==> src/hw/rtl/ghsm_pkg.sv <==
// Shared types and codes for the generational handle slot map.
`timescale 1ns / 1ps
package ghsm_pkg;
    localparam logic [1:0] OP_ADD = 2'd0;
    localparam logic [1:0] OP_DEL = 2'd1;
    localparam logic [1:0] OP_FLUSH = 2'd2;
    localparam logic [1:0] OP_GET = 2'd3;

    localparam logic [2:0] ST_OK = 3'd0;
    localparam logic [2:0] ST_INVALID = 3'd1;
    localparam logic [2:0] ST_ID_FULL = 3'd2;
    localparam logic [2:0] ST_TYPE_FULL = 3'd3;
    localparam logic [2:0] ST_QUEUE_FULL = 3'd4;

    // One accepted command as it travels from the front end to the back end.
    typedef struct packed {
        logic [1:0]  op;
        logic [1:0]  entity_type;
        logic [9:0]  handle_id;
        logic [15:0] handle_generation;
        logic [1:0]  handle_type;
        logic [31:0] payload;
    } cmd_t;

    typedef struct packed {
        logic [2:0]  status;
        logic [9:0]  out_id;
        logic [15:0] out_generation;
        logic [31:0] out_payload;
        logic [7:0]  out_dense_index;
        logic [10:0] removed_count;
    } rsp_t;
endpackage

==> src/hw/rtl/ghsm_cmd_fifo.sv <==
// Two-entry command queue between the front end and the back end.
`timescale 1ns / 1ps
module ghsm_cmd_fifo (
    input  logic          aclk,
    input  logic          aresetn,
    input  logic          in_valid,
    output logic          in_ready,
    input  ghsm_pkg::cmd_t in_cmd,
    output logic          out_valid,
    input  logic          out_ready,
    output ghsm_pkg::cmd_t out_cmd
);
    import ghsm_pkg::*;

    cmd_t       mem_reg [2];
    logic       wptr_reg, rptr_reg;
    logic [1:0] cnt_reg;
    logic       push, pop;

    assign in_ready  = (cnt_reg != 2'd2);
    assign out_valid = (cnt_reg != 2'd0);
    assign out_cmd   = mem_reg[rptr_reg];
    assign push      = in_valid && in_ready;
    assign pop       = out_valid && out_ready;

    always_ff @(posedge aclk) begin
        if (push) begin
            mem_reg[wptr_reg] <= in_cmd;
        end
        if (!aresetn) begin
            wptr_reg <= 1'b0;
            rptr_reg <= 1'b0;
            cnt_reg  <= 2'd0;
        end else begin
            if (push) wptr_reg <= ~wptr_reg;
            if (pop) rptr_reg <= ~rptr_reg;
            cnt_reg <= cnt_reg + {1'b0, push} - {1'b0, pop};
        end
    end
endmodule

==> config.mk <==
export PLATFORM = sky130hd
export DESIGN_NAME = ghsm_cmd_fifo
export DESIGN_NICKNAME = d
export VERILOG_FILES = /design/src/hw/rtl/ghsm_pkg.sv /design/src/hw/rtl/ghsm_cmd_fifo.sv
export SDC_FILE = /design/constraint.sdc
export NUM_CORES = 1
export LEC_CHECK = 0
export ABC_AREA = 1
export BUFFER_PORTS_ARGS = -buffer_cell sky130_fd_sc_hd__buf_2
export CAP_MARGIN = 20
export CORE_MARGIN = 4
export CORE_UTILIZATION = 56
export CTS_CLUSTER_DIAMETER = 40
export CTS_CLUSTER_SIZE = 25
export DETAILED_ROUTE_END_ITERATION = 7
export PLACE_DENSITY_LB_ADDON = 0.2
export SETUP_SLACK_MARGIN = 0.05
export SYNTH_ARGS = -nofsm -noshare
export SYNTH_HDL_FRONTEND = slang
export SYNTH_SLANG_ARGS = --single-unit
==> constraint.sdc <==
create_clock -name aclk -period 8.17 [get_ports aclk]
set_input_delay 0.817 -clock aclk [delete_from_list [all_inputs] [get_ports aclk]]
set_output_delay 0.817 -clock aclk [all_outputs]
set_load 0.05 [all_outputs]
==> flow_metrics.py <==
metrics = {
    "logic_synthesis": {
        "ys_seq_area_share_pct": 76.4,
        "ys_seq_elements": 133,
        "syn_inst": 235,
        "yosysUniqueCellTypes": 12,
        "synth_area_sq_mm": 0.00516,
        "ys_warn_count": 0,
        "synthesis.nets": 305,
        "synth_area_per_cell_sq_um": 22.0,
    },
    "worst_setup_path": {
        "cp-end-kind": "output pin",
        "path_buf_inv": 2,
        "critPathTopFamily": "buffers and inverters",
        "path_cells": "buf_4, mux2_2, buf_2",
        "cp.arrival_ps": 2470,
        "slowest_delay_ps": 680,
        "cp-start-kind": "register",
        "cp_slowest_cell": "buf_4",
        "critPathRequiredTime_ps": 7350,
        "path_class": "reg2out",
        "critical_path.max_fanout": 44,
        "r2r_slack_ps": 5970,
    },
    "sta": {
        "fin_setup_tns_ps": 0,
        "worstMarginPinSlew_ps": 796,
        "relSlewSlack_pct": 46.9,
        "rsz0062_at_grt": "false",
        "holdWs_ps": 502,
        "drv_slew": 0,
        "hold_violations": 0,
        "fmax_mhz": 304,
        "period_share_pct": 40.2,
        "setup_violations": 0,
        "fin_skew_ps": 5.91,
        "min_period_ps": 3280,
    },
    "power_and_ir_drop": {
        "leakage_nw": 2.62,
        "finalPower_w": 0.00247,
        "powerDensity_mw_per_mm2": 381,
        "peakVddDrop_mv": 0.209,
    },
    "layout": {
        "areaGrowthSynthToFinish_pct": 25.7,
        "fin_util_pct": 73.3,
        "nets": 453,
        "layout_common_cells": "buf_2, edfxtp_1, mux2_4",
        "fin_cells": 502,
        "insertedDiodeCount": 0,
        "final_common_cell": "buf_2",
        "largest_reg_flops": 128,
        "drive_gt1_share_pct": 58.9,
    },
    "floorplanning": {
        "core_area_sq_mm": 0.00885,
        "die_y_microns": 104,
        "die_width_microns": 104,
        "dieArea_sq_mm": 0.0108,
        "start_util_pct": 58.3,
        "ios": 134,
        "rows": 34,
    },
    "global_route": {
        "grt_pass1_vias": 2740,
        "overflow": 0,
        "grt_pass1_wl_mm": 13.6,
        "grt_start_max_net_pins": 51,
        "antenna_found_initial": 1,
        "grt_usage_pct": 16.3,
    },
    "drt": {
        "drc_errors": 0,
        "postRouteWirelength_mm": 8.59,
        "highest-signal-layer": "met5",
        "ant_nets": 0,
        "met3_length_microns": 579,
        "routedLengthMet1_mm": 3.44,
        "drtIter0Drc": 131,
        "num_vias": 2581,
        "vias_per_cell": 5.14,
        "post_drt_wl_per_cell_microns": 17.1,
        "met2WireLength_mm": 4.48,
        "first_pass_iters": 4,
    },
    "clocking": {
        "cts_sinks": 133,
        "cts_setup_buffers": 0,
        "clockRootBuffer": "clkbuf_8",
        "clockBufferDepth": 2,
        "cts_resized": 0,
        "clkTransAtPathRegs_ps": 60,
        "htreeDepth": 4,
        "hold_buffers": 0,
        "clock_latency_ps": 500,
        "numCtsBuffers": 17,
        "cts_tree": "yes",
    },
    "placed_design": {
        "place_inst": 472,
        "place_hpwl_mm": 5.53,
        "finalWeightedCongestion": 0.705,
        "io_buffer_count": 133,
    },
    "job": {
        "maxCapViolations": 0,
    },
    "worst_hold_path": {
        "hp-class": "in2reg",
    },
    "status": {
        "status": "completed",
    },
}
## worst paths after layout
check,from,endpoint,cells after the start
worst max-delay path,register,out_cmd[0],3
worst min-delay path,in_cmd[33],mem_reg[0][33]$_DFFE_PP_,1
worst max register to register,cnt_reg[0]$_SDFF_PN0_,mem_reg[0][18]$_DFFE_PP_,5
worst min register to register,rptr_reg$_SDFFE_PN0P_,register,2
## cell usage after synthesis
cell	n	share of area [%]
edfxtp_1	128	74
ha_1	2	0.48
nand3_1	3	0.29
buf_12	6	2.3
inv_1	7	0.51
a21oi_1	2	0.19
dfxtp_1	5	1.9
mux2_4	60	17
nor2_1	8	0.58
buf_6	1	0.22
mux2_2	4	0.87
nand2_1	9	0.65
## layer usage
layer | track usage, % | vias up
li1 | - | 1204
met4 | 5.41 | 2
met1 | 18.3 | 1271
met3 | 6.70 | 12
met2 | 28.2 | 92
met5 | 0 | -
## logic make-up (layout without fill, tap and decap cells)
group	count (synthesis)	count (layout)	share of synthesized area, %
flops	133	133	76.4
fa+ha+maj	2	2	0.485
compound gates	2	2	0.194
mux	64	64	18.3
buf+inv	14	173	3.05
simple gates	20	20	1.53
## final cells by class
cell class / instances / area (sq um)
Multi-Input combinational cell: 88 / 1070
Timing Repair Buffer: 136 / 688
Clock inverter: 12 / 205
Clock buffer: 18 / 418
Inverter: 7 / 26.3
Tap cell: 108 / 135
Sequential cell: 133 / 3950
Fill cell: 539 / 2360
## report_power, final
group / switching (W) / internal, W
clock: 0.000267 / 0.000524
combinational: 0.000532 / 0.000243
sequential: 0.0000420 / 0.000865
## metrics by stage
stage                     setup WS (ps)  instance area [sq um]
after floorplan                    4080                   5160
after global placement             5390                   5860
after detailed placement           5390                   5860
after CTS                          4840                   6490
after global routing               4770                   6490
final                              4890                   6490
Power figures use the tool's default switching activity.
