## src/hw/rtl/ghsm_pkg.sv

```systemverilog
// Shared types and codes for the generational handle slot map.
`timescale 1ns / 1ps
package ghsm_pkg;
    localparam logic [1:0] OP_ADD = 2'd0;
    localparam logic [1:0] OP_DEL = 2'd1;
    localparam logic [1:0] OP_FLUSH = 2'd2;
    localparam logic [1:0] OP_GET = 2'd3;

    localparam logic [2:0] ST_OK = 3'd0;
    localparam logic [2:0] ST_INVALID = 3'd1;
    localparam logic [2:0] ST_ID_FULL = 3'd2;
    localparam logic [2:0] ST_TYPE_FULL = 3'd3;
    localparam logic [2:0] ST_QUEUE_FULL = 3'd4;

    // One accepted command as it travels from the front end to the back end.
    typedef struct packed {
        logic [1:0]  op;
        logic [1:0]  entity_type;
        logic [9:0]  handle_id;
        logic [15:0] handle_generation;
        logic [1:0]  handle_type;
        logic [31:0] payload;
    } cmd_t;

    typedef struct packed {
        logic [2:0]  status;
        logic [9:0]  out_id;
        logic [15:0] out_generation;
        logic [31:0] out_payload;
        logic [7:0]  out_dense_index;
        logic [10:0] removed_count;
    } rsp_t;
endpackage

```

## src/hw/rtl/ghsm_front.sv

```systemverilog
// Front end: input register that holds each command beat until the queue takes it.
`timescale 1ns / 1ps
module ghsm_front (
    input  logic           aclk,
    input  logic           aresetn,
    input  logic           s_valid,
    output logic           s_ready,
    input  ghsm_pkg::cmd_t s_cmd,
    output logic           q_valid,
    input  logic           q_ready,
    output ghsm_pkg::cmd_t q_cmd
);
    import ghsm_pkg::*;

    logic  full_reg;
    cmd_t  cmd_reg;

    assign s_ready = !full_reg || q_ready;
    assign q_valid = full_reg;
    assign q_cmd   = cmd_reg;

    always_ff @(posedge aclk) begin
        if (s_valid && s_ready) cmd_reg <= s_cmd;
        if (!aresetn) full_reg <= 1'b0;
        else if (s_ready) full_reg <= s_valid;
    end
endmodule

```

## config.mk

```make
export PLATFORM = sky130hd
export DESIGN_NAME = ghsm_front
export DESIGN_NICKNAME = d
export VERILOG_FILES = /design/src/hw/rtl/ghsm_pkg.sv /design/src/hw/rtl/ghsm_front.sv
export SDC_FILE = /design/constraint.sdc
export NUM_CORES = 1
export LEC_CHECK = 0
export BUFFER_PORTS_ARGS = -buffer_cell sky130_fd_sc_hd__buf_4
export CORE_AREA = 2 2 78 80
export CTS_CLUSTER_DIAMETER = 80
export DETAILED_ROUTE_END_ITERATION = 12
export DIE_AREA = 0 0 80 82
export PLACE_DENSITY = 0.71
export SYNTH_ARGS = -nofsm -noshare
export SYNTH_HDL_FRONTEND = slang
export SYNTH_SLANG_ARGS = --single-unit
```

## constraint.sdc

```tcl
create_clock -name aclk -period 1.2 [get_ports aclk]
set_input_delay 0.18 -clock aclk [delete_from_list [all_inputs] [get_ports aclk]]
set_output_delay 0.18 -clock aclk [all_outputs]
set_load 0.01 [all_outputs]
```

==> results of run 1 <==
## per-layer routing
| layer | global-route usage | up-vias | routed length [microns] |
|---|---|---|---|
| met4 | 0.0814 | 0 | 32 |
| li1 | - | 600 | - |
| met3 | 0.109 | 2 | 717 |
| met1 | 0.118 | 593 | 1390 |
| met5 | 0 | - | 0 |
| met2 | 0.189 | 82 | 2360 |
## cell families after synthesis
kind of cell,Yosys count,synth area share
flops,65,0.981
buf+inv,1,0.00189
compound gates,1,0.00569
simple gates,2,0.0114
## state kept, by name, indices dropped and copies added, names as in the netlist
register	flops
q_cmd	64
q_valid	1
## timing repair
| action | CTS | global route |
|---|---|---|
| gates resized for setup | 0 | 0 |
| hold buffers | 0 | 13 |
| endpoints found under the hold margin | 0 | 13 |
## worst max-delay path: stages (launching register included)
cell and delay [ps]:
dfxtp_2 340, nand2b_4 70, and2_4 180, buf_4 220
## synth_stat cells
library cell,count
edfxtp_1,64
a21boi_2,1
dfxtp_1,1
and2_4,1
inv_1,1
nand2b_4,1
## final cells by class
class / instances / area [sq um]
tap: 75 / 93.8
sequential: 65 / 1940
clock inverter: 6 / 130
multi-input combinational: 3 / 33.8
inverter: 1 / 3.75
timing repair buffer: 150 / 1180
clock buffer: 10 / 128
fill: 439 / 2230
## metrics by stage
step	hold WS [ps]	worst slack, ps	std cells	utilization
after floorplan	279	-149	69	-
after global placement	358	109	281	0.544
after detailed placement	359	99.2	281	0.544
after CTS	0.617	85.6	297	0.589
after global routing	0.300	50.8	310	0.612
final	25.5	91.1	310	0.612
## how the worst max path moves through the flow
stage	to	slack (ps)	from	cells after the start
6_report	q_cmd[40]$_DFFE_PP_	90	q_valid$_SDFFE_PN0P_	3
5_1_grt	q_cmd[40]$_DFFE_PP_	50	q_valid$_SDFFE_PN0P_	3
4_1_cts	q_cmd[60]$_DFFE_PP_	90	q_valid$_SDFFE_PN0P_	3
3_5_place_dp	q_cmd[9]$_DFFE_PP_	100	q_valid$_SDFFE_PN0P_	3
3_3_place_gp	q_cmd[44]$_DFFE_PP_	110	q_valid$_SDFFE_PN0P_	3
2_1_floorplan	q_cmd[0]$_DFFE_PP_	-150	q_valid$_SDFFE_PN0P_	2
## power groups by stage
| stage | sequential [uW] | combinational [uW] | clock [uW] |
|---|---|---|---|
| global route | 2700 | 586 | 2520 |
| finish | 2690 | 549 | 2360 |
| detailed placement | 2740 | 523 | 0 |
| CTS | 2690 | 524 | 2420 |
| floorplan | 2810 | 49.3 | 0 |
| global placement | 2730 | 517 | 0 |
==> qor.txt, run 1 <==
Post-CTS Setup Bufs = 0
Tot Pwr = 5590 uW
CP Capture Type = register
Avg WL per Cell = 14.5 microns
clk slew on worst S/H paths = 70 ps
first-pass GRT wire length = 5.73 mm
WHS Path Cells = 1
CTS max path bufs = 2
core box area = 5750 sq um
final wirelength = 4.49 mm
Final nets = 298
vias in the first global route = 1216
gpl congestion = 0.733
Logic pwr share = 0.098
CP Class = register to register
I/O Pins = 134
crit path max fanout = 13
Post-DP Area = 3130 sq um
Synth Net Count = 137
Fmax = 902 MHz
Vias = 1277
status = complete, no violations
hold endpoint = q_cmd[17]$_DFFE_PP_
share of power burned in registers = 0.481
Final period util = 0.924
clk root buf = clkbuf_8
Synth area leaders = edfxtp_1, dfxtp_1, nand2b_4
initial drt markers = 30
post-layout instance area = 3520 sq um
critical path startpoint category = register
cell row count = 28
Vias per Instance = 4.12
Worst Tran Pin Value = 165 ps
largest net degree at the start of global routing = 24
post-synthesis cell count = 69
initial antenna violation count = 0
Mean Syn Cell Area = 28.7 sq um
width of the chip = 80 microns
post-route DRC violation count = 0
Port Buffers = 133
CTS Buf Count = 9
Finish-stage setup viols = 0
Sw Pwr = 1020 uW
cell leakage power = 0.00150 uW
Sw Ratio = 0.182
CTS tree = yes
Max H-tree Level = 3
area share of the largest cell type after synthesis = 0.971
most common cell after layout, fill and taps aside = buf_4
antenna-violating nets left = 0
Reg2Reg Setup Slack = 90 ps
maxcap violations = 0
Max VDD drop = 943 uV
FF-to-FF path depth = 3
worst min-delay path class = input pin to register
worst relative slew slack = 0.890
chip height = 82 microns
unrepaired setup endpoints after global routing = false
critical path arrival = 1130 ps
area grow syn2layout = 77.6%
clock sink count = 65
ratio of cells with drive above 1 in the final layout = 0.664
Cell variety after synth = 6
Clk pwr share = 0.421
die area = 6560 sq um
Worst Path Required = 1230 ps
mapped cell area = 1980 sq um
Final Hold Fails = 0
min Tclk post-route = 1110 ps
First-pass DRT Iterations = 4
RR Startpoint = q_valid$_SDFFE_PN0P_
Worst-Skew Late Latency = 330 ps
reg2reg end = q_cmd[40]$_DFFE_PP_
commonest cells after routing, fill and taps aside = buf_4, edfxtp_1, dlygate4sd3_1, clkbuf_8, bufinv_16
GRT Total Usage = 0.128
Seq/Total Area, Yosys = 0.981
power per cell area = 1590 nW/um^2
Final HPWL DP = 3.29 mm
Clock Skew = 4.16 ps
Syn. warnings = 0
internal power = 4580 uW
Max Slew Vio Count = 0
most area-hungry cell type in the Yosys netlist = edfxtp_1
effective utilization at floorplan = 0.345
beginning of the worst hold path = s_cmd[17]
number of antenna diodes = 0
Overflow after GRT = 0
setup TNS = 0 ps
Seq cells post-synth = 65
Note: power is estimated with default switching activity, not from simulation.
==> inputs of run 2 (changes only) <==
==> config.mk (replaced) <==
export PLATFORM = sky130hd
export DESIGN_NAME = ghsm_front
export DESIGN_NICKNAME = d
export VERILOG_FILES = /design/src/hw/rtl/ghsm_pkg.sv /design/src/hw/rtl/ghsm_front.sv
export SDC_FILE = /design/constraint.sdc
export NUM_CORES = 1
export LEC_CHECK = 0
export BUFFER_PORTS_ARGS = -buffer_cell sky130_fd_sc_hd__buf_2
export CORE_AREA = 2 2 92 94
export CTS_CLUSTER_DIAMETER = 80
export DETAILED_ROUTE_END_ITERATION = 12
export DIE_AREA = 0 0 94 96
export SYNTH_ARGS = -nofsm -noshare
export SYNTH_HDL_FRONTEND = slang
export SYNTH_SLANG_ARGS = --single-unit
==> run 2 against run 1 <==
Against the previous run: largest cell class unchanged; combinational power shrank 27%; register-to-register slack is essentially flat; worst setup slack gained 12 ps; utilization shrank 23 points; critical path type unchanged; non-clock buffer count shrank 9; highest routed layer unchanged; cell area shrank 12%; first-iteration DRC count grew 6.7%; sequential cell count is the same; clock power shrank 17%; power shrank 10%.
==> qor.txt, run 2 (synthesis gave the netlist of run 1 again) <==
status = complete, no violations (unchanged)
internal power = 4010 uW (was 4580 uW)
area grow syn2layout = 55.9% (was 77.6%)
CTS Buf Count = 9 (unchanged)
number of antenna diodes = 0 (unchanged)
crit path max fanout = 12 (was 13)
Sw Pwr = 1030 uW (was 1020 uW)
first-pass GRT wire length = 6.17 mm (was 5.73 mm)
FILL cells = 779 (was 439)
clk root buf = clkbuf_8 (unchanged)
chip height = 96 microns (was 82 microns)
area of the multi-input gates = 33.8 sq um (unchanged)
CP Capture Type = register (unchanged)
worst relative slew slack = 0.894 (was 0.890)
Clk pwr share = 0.388 (was 0.421)
Worst Path Required = 1220 ps (was 1230 ps)
cell row count = 33 (was 28)
post-route DRC violation count = 0 (unchanged)
GRT Total Usage = 0.0951 (was 0.128)
Finish-stage setup viols = 0 (unchanged)
Worst-Skew Late Latency = 330 ps (about the same)
commonest cells after routing, fill and taps aside = buf_2, edfxtp_1, clkbuf_8, dlygate4sd3_1, clkinv_2 (was buf_4, edfxtp_1, dlygate4sd3_1, clkbuf_8, bufinv_16)
CP Class = register to register (unchanged)
clock sink count = 65 (unchanged)
CTS max path bufs = 2 (unchanged)
power per cell area = 1630 nW/um^2 (was 1590 nW/um^2)
ratio of cells with drive above 1 in the final layout = 0.686 (was 0.664)
Post-CTS Setup Bufs = 0 (unchanged)
Final period util = 0.914 (was 0.924)
vias in the first global route = 1237 (was 1216)
Final Hold Fails = 0 (unchanged)
Avg WL per Cell = 13.3 microns (was 14.5 microns)
Worst Tran Pin Value = 159 ps (was 165 ps)
final wirelength = 4.41 mm (was 4.49 mm)
unrepaired setup endpoints after global routing = false (unchanged)
die area = 9020 sq um (was 6560 sq um)
initial antenna violation count = 0 (unchanged)
largest net degree at the start of global routing = 27 (was 24)
Fmax = 912 MHz (was 902 MHz)
min Tclk post-route = 1100 ps (was 1110 ps)
Vias per Instance = 3.75 (was 4.12)
core box area = 8050 sq um (was 5750 sq um)
max reg flops = 64 (unchanged)
antenna-violating nets left = 0 (unchanged)
critical path startpoint category = register (unchanged)
critical path arrival = 1120 ps (was 1130 ps)
cell leakage power = 0.00132 uW (was 0.00150 uW)
Sw Ratio = 0.205 (was 0.182)
Max VDD drop = 651 uV (was 943 uV)
Setup WS post-layout = 103 ps (was 91.1 ps)
Max H-tree Level = 3 (unchanged)
setup TNS = 0 ps (unchanged)
First-pass DRT Iterations = 3 (was 4)
Overflow after GRT = 0 (unchanged)
gpl congestion = 0.657 (was 0.733)
Max Slew Vio Count = 0 (unchanged)
maxcap violations = 0 (unchanged)
width of the chip = 94 microns (was 80 microns)
most common cell after layout, fill and taps aside = buf_2 (was buf_4)
I/O Pins = 134 (unchanged)
Logic pwr share = 0.080 (was 0.098)
Final HPWL DP = 3.49 mm (was 3.29 mm)
CTS tree = yes (unchanged)
initial drt markers = 32 (was 30)
share of power burned in registers = 0.533 (was 0.481)
clk slew on worst S/H paths = 70 ps (about the same)
pre-CTS setup slack = 97.3 ps (was 99.2 ps)
Port Buffers = 133 (unchanged)
register area = 1940 sq um (unchanged)
effective utilization at floorplan = 0.246 (was 0.345)
Vias = 1242 (was 1277)
worst min-delay path class = input pin to register (unchanged)
Clock Skew = 6.76 ps (was 4.16 ps)
Hold Slack = 21.8 ps (was 25.5 ps)
Final nets = 289 (was 298)
==> run 2: changes by cell type in the layout (fill, tap and decap cells not counted), sizes merged <==
cell / change
clkinv: +1
bufinv: -2
clkinvlp: +1
buf: -1
dlygate4sd3: -8
==> run 2: power groups by stage <==
stage / Sequential (uW) / Combinational, uW / Clock [uW]
CTS: 2690 / 412 / 2020
global placement: 2730 / 396 / 0
finish: 2680 / 401 / 1950
floorplan: 2810 / 49.3 / 0
global route: 2690 / 439 / 2130
detailed placement: 2730 / 400 / 0
==> run 2: worst max-delay path: stages, from the launching register on <==
cell	delay [ps]
dfxtp_2	330
nand2b_4	70
and2_4	180
buf_4	210
==> run 2: what timing repair did <==
| item | in CTS | in global routing |
|---|---|---|
| hold endpoints to repair | 5 | 0 |
| hold buffers | 5 | 0 |
| gates resized for setup | 0 | 0 |
==> run 2: metrics by stage <==
stage / instances / util / power, uW / instance area, sq um
6_report: 331 / 0.383 / 5040 / 3090
3_5_place_dp: 310 / 0.351 / 3130 / 2830
4_1_cts: 331 / 0.383 / 5120 / 3090
2_1_floorplan: 69 / - / 2860 / 1980
5_1_grt: 331 / 0.383 / 5260 / 3090
3_3_place_gp: 310 / 0.351 / 3130 / 2830
==> run 2: worst paths after layout <==
check                                           from                   end  slack (ps)  cells after the start
worst min register to register  q_valid$_SDFFE_PN0P_  q_valid$_SDFFE_PN0P_         480                      2
worst max register to register  q_valid$_SDFFE_PN0P_   q_cmd[47]$_DFFE_PP_         100                      3
worst min-delay path                       s_cmd[59]   q_cmd[59]$_DFFE_PP_          20                      1
worst max-delay path            q_valid$_SDFFE_PN0P_   q_cmd[47]$_DFFE_PP_         100                      3
==> run 2: area by class of cell <==
cell class                 count  area share
multi-input combinational      3      0.0109
tap                          105      0.0426
sequential                    65       0.630
inverter                       1     0.00122
clock inverter                 6      0.0268
clock buffer                  10      0.0414
timing repair buffer         141       0.247
==> run 2: metal layers <==
layer / routed length (microns) / global-route usage
met1: 1760 / 0.112
met2: 2030 / 0.141
met3: 552 / 0.0493
met4: 62 / 0.0507
met5: 0 / 0
==> inputs of run 3 (changes only) <==
--- a/config.mk
+++ b/config.mk
@@ -10,6 +10,7 @@
 export CTS_CLUSTER_DIAMETER = 80
 export DETAILED_ROUTE_END_ITERATION = 12
 export DIE_AREA = 0 0 94 96
+export PLACE_DENSITY = 0.62
 export SYNTH_ARGS = -nofsm -noshare
 export SYNTH_HDL_FRONTEND = slang
 export SYNTH_SLANG_ARGS = --single-unit
==> constraint.sdc (replaced) <==
create_clock -name aclk -period 1.3 [get_ports aclk]
set_input_delay 0.195 -clock aclk [delete_from_list [all_inputs] [get_ports aclk]]
set_output_delay 0.195 -clock aclk [all_outputs]
set_load 0.01 [all_outputs]
==> run 3 against run 2 <==
Against the previous run: cell area down 1.8%; die area unchanged; wire length down 6.7%; maximum frequency up 0.65%; worst hold slack better by 9.8 ps; clock skew down 2.5 ps; global-route usage down 0.65 points; sequential cell count unchanged; clock power down 8%; combinational power down 12%.
==> qor.txt, run 3 (synthesis gave the netlist of run 1 again) <==
status = complete, no violations (unchanged)
worst min-delay path class = input pin to register (unchanged)
chip height = 96 microns (unchanged)
Post-DP Area = 2820 sq um (was 2830 sq um)
clk root buf = clkbuf_8 (unchanged)
Clock Skew = 4.30 ps (was 6.76 ps)
power per cell area = 1530 nW/um^2 (was 1630 nW/um^2)
dpl cells = 309 (was 310)
crit path max fanout = 33 (was 12)
clock sink count = 65 (unchanged)
CP max stage delay = 330 ps (about the same)
Worst Tran Pin Value = 179 ps (was 159 ps)
crit-path cells = nand2b_4 > and2_4 > buf_12 (was nand2b_4 > and2_4 > buf_4)
post-layout instance area = 3030 sq um (was 3090 sq um)
Vias per Instance = 3.75 (about the same)
worst-path cell with the longest stage delay = dfxtp_2 (unchanged)
CTS Buf Count = 9 (unchanged)
Resized cells post-CTS = 0 (unchanged)
Max VDD drop = 600 uV (was 651 uV)
Vias = 1222 (was 1242)
critical path startpoint category = register (unchanged)
most common cell after layout, fill and taps aside = buf_2 (unchanged)
width of the chip = 94 microns (unchanged)
cell leakage power = 0.00129 uW (was 0.00132 uW)
effective utilization at floorplan = 0.246 (unchanged)
Port Buffers = 133 (unchanged)
Worst-Skew Late Latency = 330 ps (about the same)
worst relative slew slack = 0.881 (was 0.894)
I/O Pins = 134 (unchanged)
CTS tree = yes (unchanged)
cell row count = 33 (unchanged)
Fmax = 918 MHz (was 912 MHz)
non-filler instance count after layout = 326 (was 331)
Post-CTS Setup Bufs = 0 (unchanged)
gpl congestion = 0.614 (was 0.657)
First-pass DRT Iterations = 4 (was 3)
final wirelength = 4.11 mm (was 4.41 mm)
ratio of cells with drive above 1 in the final layout = 0.695 (was 0.686)
setup TNS = 0 ps (unchanged)
critical path arrival = 1120 ps (about the same)
Overflow after GRT = 0 (unchanged)
GRT Total Usage = 0.0886 (was 0.0951)
area grow syn2layout = 53.0% (was 55.9%)
min Tclk post-route = 1090 ps (was 1100 ps)
unrepaired setup endpoints after global routing = false (unchanged)
Final period util = 0.838 (was 0.914)
largest net degree at the start of global routing = 34 (was 27)
core box area = 8050 sq um (unchanged)
initial antenna violation count = 2 (was 0)
first-pass GRT wire length = 5.61 mm (was 6.17 mm)
Max H-tree Level = 3 (unchanged)
hold_buf cts = 0 (was 5)
Final Hold Fails = 0 (unchanged)
Avg WL per Cell = 12.6 microns (was 13.3 microns)
Max Slew Vio Count = 0 (unchanged)
final core occ = 0.376 (was 0.383)
CTS max path bufs = 2 (unchanged)
vias in the first global route = 1159 (was 1237)
initial drt markers = 36 (was 32)
clk slew on worst S/H paths = 70 ps (about the same)
post-route DRC violation count = 0 (unchanged)
max reg flops = 64 (unchanged)
antenna-violating nets left = 0 (unchanged)
pre-CTS setup slack = 207 ps (was 97.3 ps)
Final nets = 283 (was 289)
CP Capture Type = register (unchanged)
CP Class = register to register (unchanged)
commonest cells after routing, fill and taps aside = buf_2, edfxtp_1, clkbuf_8 (was buf_2, edfxtp_1, clkbuf_8, dlygate4sd3_1, clkinv_2)
die area = 9020 sq um (unchanged)
Setup WS post-layout = 210 ps (was 103 ps)
Worst Path Required = 1330 ps (was 1220 ps)
maxcap violations = 0 (unchanged)
Finish-stage setup viols = 0 (unchanged)
==> run 3: routing by layer <==
| layer | wire (microns) | GRT usage | share of wire | up-vias |
|---|---|---|---|---|
| met5 | 8 | 0 | 0.0019 | - |
| met4 | 81 | 0.0543 | 0.020 | 2 |
| met3 | 563 | 0.0556 | 0.14 | 14 |
| met2 | 1870 | 0.122 | 0.45 | 83 |
| met1 | 1590 | 0.104 | 0.39 | 555 |
| li1 | - | - | - | 568 |
==> run 3: through the flow <==
step	hold WS, ps	power [uW]
after floorplan	294	2640
after global placement	371	2870
after detailed placement	373	2880
after CTS	1.97	4720
after global routing	0.457	4850
final	31.6	4620
==> run 3: worst paths after layout <==
check | cells past startpoint | to | start | slack [ps]
worst max-delay path | 3 | q_cmd[3]$_DFFE_PP_ | q_valid$_SDFFE_PN0P_ | 210
worst min-delay path | 1 | q_cmd[35]$_DFFE_PP_ | s_cmd[35] | 30
worst max register to register | 3 | q_cmd[3]$_DFFE_PP_ | q_valid$_SDFFE_PN0P_ | 210
worst min register to register | 2 | q_valid$_SDFFE_PN0P_ | q_valid$_SDFFE_PN0P_ | 480
==> run 3: final cells by class <==
| type | instances | area (sq um) |
|---|---|---|
| multi-input cells | 3 | 33.8 |
| clock inverters | 7 | 85.1 |
| well taps | 105 | 131 |
| diodes | 1 | 2.50 |
| repair buffers | 135 | 706 |
| inverters | 1 | 3.75 |
| flip-flops and latches | 65 | 1940 |
| clock buffers | 9 | 124 |
| fillers | 756 | 5020 |
==> run 3: worst max-delay path: cells and delay by family, from the launching register on <==
kind	cells	cell delay, ps
simple gates	2	240
buf+inv	1	200
flops	1	330
==> run 3: power by group <==
| part | total, uW | internal [uW] | switching (uW) |
|---|---|---|---|
| registers | 2470 | 2450 | 26.7 |
| clock network | 1790 | 1060 | 735 |
| logic | 352 | 168 | 185 |
| total | 4620 | 3670 | 946 |
